===== config.mk =====
export PLATFORM = sky130hd
export DESIGN_NAME = isu_ctrl
export DESIGN_NICKNAME = d
export VERILOG_FILES = /design/src/rtl/isu_pkg.sv /design/src/rtl/isu_ctrl.sv
export SDC_FILE = /design/constraint.sdc
export NUM_CORES = 1
export LEC_CHECK = 0
export BUFFER_PORTS_ARGS = -buffer_cell sky130_fd_sc_hd__buf_2
export CAP_MARGIN = 10
export CORE_MARGIN = 2
export CORE_UTILIZATION = 30
export CTS_CLUSTER_DIAMETER = 100
export DETAILED_ROUTE_END_ITERATION = 10
export PLACE_DENSITY = 0.55
export SETUP_SLACK_MARGIN = 0.4
export SYNTH_ARGS = -nofsm -noshare
export SYNTH_HDL_FRONTEND = slang
export SYNTH_SLANG_ARGS = --single-unit

===== constraint.sdc =====
create_clock -name i_clk -period 2 [get_ports i_clk]
set_input_delay 0.1 -clock i_clk [delete_from_list [all_inputs] [get_ports i_clk]]
set_output_delay 0.1 -clock i_clk [all_outputs]
set_load 0.01 [all_outputs]

===== src/rtl/isu_pkg.sv =====
// Package with shared constants and types of the Ising spin update block.
package isu_pkg;

    localparam int MaxSide   = 512;
    localparam int ResetSide = 300;
    localparam int CoordW    = 9;
    localparam int SideW     = 10;
    localparam int FracW     = 16;
    localparam int CfgAddrW  = 5;

    localparam logic [2:0] RegExchange = 3'd0;
    localparam logic [2:0] RegFixed    = 3'd1;
    localparam logic [2:0] RegSide     = 3'd2;
    localparam logic [2:0] RegThr2     = 3'd3;
    localparam logic [2:0] RegThr4     = 3'd4;
    localparam logic [2:0] RegThr6     = 3'd5;
    localparam logic [2:0] RegThr8     = 3'd6;

    localparam logic CmdWrite  = 1'b0;
    localparam logic CmdUpdate = 1'b1;

    localparam logic [1:0] DirPosX = 2'd0;
    localparam logic [1:0] DirPosY = 2'd1;
    localparam logic [1:0] DirNegX = 2'd2;
    localparam logic [1:0] DirNegY = 2'd3;

    typedef struct packed {
        logic             cmd;
        logic [CoordW-1:0] site_x;
        logic [CoordW-1:0] site_y;
        logic [1:0]        direction;
        logic [FracW-1:0]  random_value;
        logic              write_spin;
    } t_in_item;

    typedef struct packed {
        logic accepted;
        logic spin_after;
    } t_out_item;

    // Commands from the controller to the datapath.
    typedef struct packed {
        logic load;       // capture an accepted transaction
        logic rd_en;      // issue a grid read
        logic [3:0] rd_sel; // which cell to read
        logic wr_site;    // write the site cell
        logic wr_nb;      // write the neighbour cell
        logic clr_en;     // clearing pass write
    } t_cmd;

    typedef struct packed {
        logic       out_of_grid;
        logic       is_write;
        logic       border_fixed;
        logic       exchange;
        logic       nb_refused;
    } t_status;

    // Read select codes.
    localparam logic [3:0] SelSite = 4'd0;
    localparam logic [3:0] SelS0   = 4'd1;
    localparam logic [3:0] SelS1   = 4'd2;
    localparam logic [3:0] SelS2   = 4'd3;
    localparam logic [3:0] SelS3   = 4'd4;
    localparam logic [3:0] SelNb   = 4'd5;
    localparam logic [3:0] SelN0   = 4'd6;
    localparam logic [3:0] SelN1   = 4'd7;
    localparam logic [3:0] SelN2   = 4'd8;
    localparam logic [3:0] SelN3   = 4'd9;

endpackage


===== src/rtl/isu_ctrl.sv =====
// Controller state machine that sequences grid reads, scoring and write-back.
module isu_ctrl (
    input  logic                 i_clk,
    input  logic                 i_rst_n,
    input  logic                 i_in_valid,
    output logic                 o_in_ready,
    output logic                 o_out_valid,
    input  logic                 i_out_ready,
    input  isu_pkg::t_status     i_status,
    input  logic                 i_decide,
    input  logic                 i_clr_done,
    output isu_pkg::t_cmd        o_cmd,
    output logic                 o_finish
);
    typedef enum logic [3:0] {
        ST_CLEAR, ST_IDLE, ST_CHECK, ST_READ, ST_WAIT, ST_DECIDE, ST_WRITE, ST_OUT
    } t_state;

    t_state     r_state;
    logic [3:0] r_sel;
    logic       r_out_valid;

    assign o_in_ready  = (r_state == ST_IDLE) && !r_out_valid;
    assign o_out_valid = r_out_valid;

    always_comb begin
        o_cmd         = '0;
        o_cmd.load    = i_in_valid && o_in_ready;
        o_cmd.rd_sel  = r_sel;
        o_cmd.rd_en   = (r_state == ST_READ);
        o_cmd.clr_en  = (r_state == ST_CLEAR);
        o_cmd.wr_site = (r_state == ST_WRITE);
        o_cmd.wr_nb   = (r_state == ST_WRITE) && i_status.exchange && !i_status.is_write;
        o_finish      = (r_state == ST_WRITE) || (r_state == ST_CHECK &&
                        (i_status.out_of_grid));
    end

    always_ff @(posedge i_clk) begin
        if (!i_rst_n) begin
            r_state     <= ST_CLEAR;
            r_sel       <= isu_pkg::SelSite;
            r_out_valid <= 1'b0;
        end else begin
            if (r_out_valid && i_out_ready) begin
                r_out_valid <= 1'b0;
            end
            unique case (r_state)
                ST_CLEAR: begin
                    if (i_clr_done) begin
                        r_state <= ST_IDLE;
                    end
                end
                ST_IDLE: begin
                    if (i_in_valid && o_in_ready) begin
                        r_state <= ST_CHECK;
                    end
                end
                ST_CHECK: begin
                    r_sel <= isu_pkg::SelSite;
                    if (i_status.out_of_grid) begin
                        r_out_valid <= 1'b1;
                        r_state     <= ST_IDLE;
                    end else begin
                        r_state <= ST_READ;
                    end
                end
                ST_READ: begin
                    if ((r_sel == isu_pkg::SelN3) ||
                        (r_sel == isu_pkg::SelS3 && !i_status.exchange) ||
                        (r_sel == isu_pkg::SelSite && i_status.is_write) ||
                        (r_sel == isu_pkg::SelSite && i_status.border_fixed)) begin
                        r_state <= ST_WAIT;
                    end else begin
                        r_sel <= r_sel + 4'd1;
                    end
                end
                ST_WAIT:   r_state <= ST_DECIDE;
                ST_DECIDE: r_state <= ST_WRITE;
                ST_WRITE: begin
                    r_out_valid <= 1'b1;
                    r_state     <= ST_IDLE;
                end
                default:   r_state <= ST_IDLE;
            endcase
        end
    end

    assert property (@(posedge i_clk) disable iff (!i_rst_n)
        (r_state == ST_WRITE) |=> r_out_valid)
        else $error("result not raised after write-back");
    assert property (@(posedge i_clk) disable iff (!i_rst_n)
        o_cmd.load |-> !r_out_valid)
        else $error("transaction taken while a result waits");
    assert property (@(posedge i_clk) disable iff (!i_rst_n)
        o_cmd.wr_nb |-> o_cmd.wr_site)
        else $error("neighbour written without site");
    assert property (@(posedge i_clk) disable iff (!i_rst_n)
        (r_state == ST_CLEAR) |-> !o_in_ready)
        else $error("input ready during clearing pass");
    // i_decide, driven by the datapath, may be high only in ST_DECIDE.
    assert property (@(posedge i_clk) disable iff (!i_rst_n)
        i_decide |-> (r_state == ST_DECIDE))
        else $error("decision outside its state");
endmodule


==> results.toml <==
[clock_tree]
ctsHoldBuffers = 0
numClockSinks = 8
worst_skew_pair.late_latency_ns = 0.25
cts_tree = "yes"
cts-buffers-inserted = 3
path_clk_slew_ns = 0.06
ctsRootBufferMaster = "sky130_fd_sc_hd__clkbuf_4"
cts-htree-levels = 1
cts.path.max_buffers = 2

[synthesis]
synth_top_family_by_area = "simple AND/OR/NAND/NOR gates"
ys_ff_latch = 8
netlist.top_cell.by_area = "sky130_fd_sc_hd__dfxtp_1"
synth_area_leaders = "sky130_fd_sc_hd__dfxtp_1 31%, sky130_fd_sc_hd__ha_1 7.2%, sky130_fd_sc_hd__nand2_1 5.0%"
yosys_warnings = 0
yosys.cell_types.count = 28
synth.top_cell.area_share = 0.308
synth_compound_area_frac = 0.185
synth_edf_count = 0
synthSimpleGateAreaFrac = 0.353
async_flop_share = 0
proportion_of_synthesized_chip_area_in_sequential_cells = 0.308
synth_mux_area_frac = 0.0385
syn-num-nets = 76
dominantRegCellSynth = "sky130_fd_sc_hd__dfxtp_1"
synth_cells = 62
synthesis.area_um2 = 520
synth_xor_xnor_area_share = 0
synth.avg_cell_area_um2 = 8.40
post_synth_fa_ha_maj_area_fraction = 0.0721

[routing]
via_count = 516
detailedRoute.firstIterationViolations = 0
route.antenna.remaining_nets = 0
detail_route.vias_per_cell = 5.16
post-route-drc-count = 0
first_pass_iters = 1
routedWlPerCell_um = 11.1
route.final.wire_length_um = 1110

[finish]
number_of_antenna_repair_diodes = 0
drive_gt1_frac = 0.361
multi_input_comb_area_um2 = 349
finalNetCount = 99
sequential_area_um2 = 163
area_growth_pct = 28.1
finalNonFillerCells = 100
nFillCells = 182

[placement]
place_hpwl_um = 833
place_inst = 97
place_worst_setup_slack_ns = 0.436
io_buffer_count = 20
place.gp.congestion = 0.739

[global_routing]
grt_pass1_wl_um = 1660
global_route.usage.total = 0.117
antenna_found_initial = 0
grt_pass1_vias = 402
globalRouteOverflowTotal = 0
maximum_number_of_pins_on_one_net_before_global_route_repair = 14

[timing]
setup_tns_ns = 0
timing.fmax_mhz = 666
finalSetupViolCount = 0
hold_viol_final = 0
layout_worst_path_cycle_share = 0.750
post_route_clock_skew_ns = 0.00457
unrepaired_setup_endpoints_after_global_routing = "no"
slew_violations = 0
setup_slack_ns = 0.499
worst_pin_slew_ns = 0.377
relSlewSlack = 0.748
min_cycle_time_layout_ns = 1.50
hold_slack_ns = 0.141

[die]
initial_utilization = 0.312
pin_count = 23
coreArea_um2 = 1670
die_w_um = 45.7
core.rowCount = 15
die_y_um = 45.7
die_area_um2 = 2080

[setup_path]
critPathMaxFanout = 13
crit_path_end_kind = "register"
cp.required_ns = 2.20
cp-start-kind = "register"
r2r-start = "r_state[2]"
crit_start = "r_state[2]"
worstPathArrival_ns = 1.70
criticalPathCategory = "register to register"

[pwr]
part_of_the_power_in_combinational_logic = 0.172
clock_power_share = 0.338
switching_share = 0.265
power.static_leakage_nw = 0.303
finalPower_uw = 361
power_frac_seq = 0.490
net-switching-power_uw = 95.4
power.ir.vdd_worst_uv = 291
internal_power_uw = 265
power.density_nw_per_um2 = 541

[job]
drv_cap = 0

[min_path]
worst_hold_startpoint = "i_clr_done"
hold_path_class = "input pin to register"

[status]
status = "completed"
## cell type report
type | instances | area share
Multi-Input combinational cell | 49 | 0.523
Clock buffer | 3 | 0.0338
Timing Repair Buffer | 20 | 0.150
Tap cell | 17 | 0.0319
Inverter | 3 | 0.0169
Sequential cell | 8 | 0.244
## cell usage after synthesis, types with 2 or more instances
cell / n
sky130_fd_sc_hd__a21oi_1: 2
sky130_fd_sc_hd__nand2_1: 7
sky130_fd_sc_hd__nand2b_1: 3
sky130_fd_sc_hd__nor4b_1: 2
sky130_fd_sc_hd__ha_1: 3
sky130_fd_sc_hd__o21ai_0: 3
sky130_fd_sc_hd__a31oi_1: 2
sky130_fd_sc_hd__nor3_1: 2
sky130_fd_sc_hd__inv_1: 3
sky130_fd_sc_hd__o21a_1: 3
sky130_fd_sc_hd__nand3_1: 2
sky130_fd_sc_hd__nand3b_1: 2
sky130_fd_sc_hd__nor2_1: 3
sky130_fd_sc_hd__nor2b_1: 2
sky130_fd_sc_hd__mux2i_1: 2
sky130_fd_sc_hd__and2_1: 2
sky130_fd_sc_hd__dfxtp_1: 8
## flip-flops by register name, indices dropped and copies added (netlist names)
register,count
r_state,3
r_sel,4
o_out_valid,1
## metal layers
metal | vias up | wire length (µm) | global-route usage
met1 | 235 | 501 | 0.134
met3 | 2 | 50 | 0.0595
met5 | - | 0 | 0
met2 | 10 | 534 | 0.180
li1 | 269 | - | -
met4 | 0 | 19 | 0.0529
## worst max-delay path: stages (launching register included)
cell	delay, ns
sky130_fd_sc_hd__dfxtp_1	0.42
sky130_fd_sc_hd__and3b_4	0.38
sky130_fd_sc_hd__o31ai_4	0.08
sky130_fd_sc_hd__or4_1	0.50
sky130_fd_sc_hd__nand2_1	0.07
## power by group through the flow
stage / clock [mW] / sequential [mW] / combinational (mW)
after floorplan: 0 / 0.174 / 0.0435
after detailed placement: 0 / 0.180 / 0.0620
after global routing: 0.137 / 0.178 / 0.0710
after global placement: 0 / 0.180 / 0.0621
final: 0.122 / 0.177 / 0.0621
after CTS: 0.131 / 0.176 / 0.0622
## cell usage in the layout, fill, tap and decap left out
| master | netlist | final |
|---|---|---|
| sky130_fd_sc_hd__a21oi_1 | 2 | 2 |
| sky130_fd_sc_hd__a31oi_1 | 2 | 2 |
| sky130_fd_sc_hd__and2_1 | 2 | 2 |
| sky130_fd_sc_hd__and3b_4 | 1 | 1 |
| sky130_fd_sc_hd__buf_2 | 0 | 20 |
| sky130_fd_sc_hd__clkbuf_4 | 0 | 3 |
| sky130_fd_sc_hd__dfxtp_1 | 8 | 6 |
| sky130_fd_sc_hd__dfxtp_2 | 0 | 2 |
| sky130_fd_sc_hd__ha_1 | 3 | 3 |
| sky130_fd_sc_hd__inv_1 | 3 | 3 |
| sky130_fd_sc_hd__mux2i_1 | 2 | 2 |
| sky130_fd_sc_hd__nand2_1 | 7 | 7 |
| sky130_fd_sc_hd__nand2b_1 | 3 | 2 |
| sky130_fd_sc_hd__nand2b_2 | 0 | 1 |
| sky130_fd_sc_hd__nand3_1 | 2 | 2 |
| sky130_fd_sc_hd__nand3b_1 | 2 | 2 |
| sky130_fd_sc_hd__nor2_1 | 3 | 3 |
| sky130_fd_sc_hd__nor2b_1 | 2 | 2 |
| sky130_fd_sc_hd__nor3_1 | 2 | 2 |
| sky130_fd_sc_hd__nor3_4 | 1 | 1 |
| sky130_fd_sc_hd__nor4b_1 | 2 | 2 |
| sky130_fd_sc_hd__o211ai_1 | 1 | 1 |
| sky130_fd_sc_hd__o21a_1 | 3 | 3 |
| sky130_fd_sc_hd__o21ai_0 | 3 | 3 |
| sky130_fd_sc_hd__o31ai_1 | 1 | 1 |
| sky130_fd_sc_hd__o31ai_4 | 0 | 1 |
| sky130_fd_sc_hd__o41ai_1 | 1 | 1 |
| sky130_fd_sc_hd__or3_1 | 1 | 1 |
| sky130_fd_sc_hd__or3_2 | 1 | 1 |
| sky130_fd_sc_hd__or4_1 | 1 | 1 |
## final timing paths
path	end	slack, ns	cells after the start
setup / recovery	r_sel[2]	0.50	4
hold / removal	r_state[0]	0.14	3
setup reg to reg	r_sel[2]	0.50	4
hold reg to reg	r_sel[1]	0.49	2
## repair_timing
item                       4_1_cts  5_1_grt
cloned                           0        0
setup buffers                    0        0
gates resized for setup          1        3
setup endpoints to repair        1        5
## logic make-up (layout without fill, tap and decap cells)
| kind of cell | Yosys count | count (layout) |
|---|---|---|
| and+or+nand+nor | 30 | 30 |
| DFF | 8 | 8 |
| muxes | 2 | 2 |
| buffers and inverters | 5 | 26 |
| AOI/OAI and AO/OA | 14 | 14 |
| adders and majority gates | 3 | 3 |
## through the flow
stage	area, µm²	utilization
3_3_place_gp	631	0.378
2_1_floorplan	520	-
4_1_cts	656	0.393
5_1_grt	667	0.399
6_report	667	0.399
3_5_place_dp	631	0.378
Note: power is estimated with default switching activity, not from simulation.
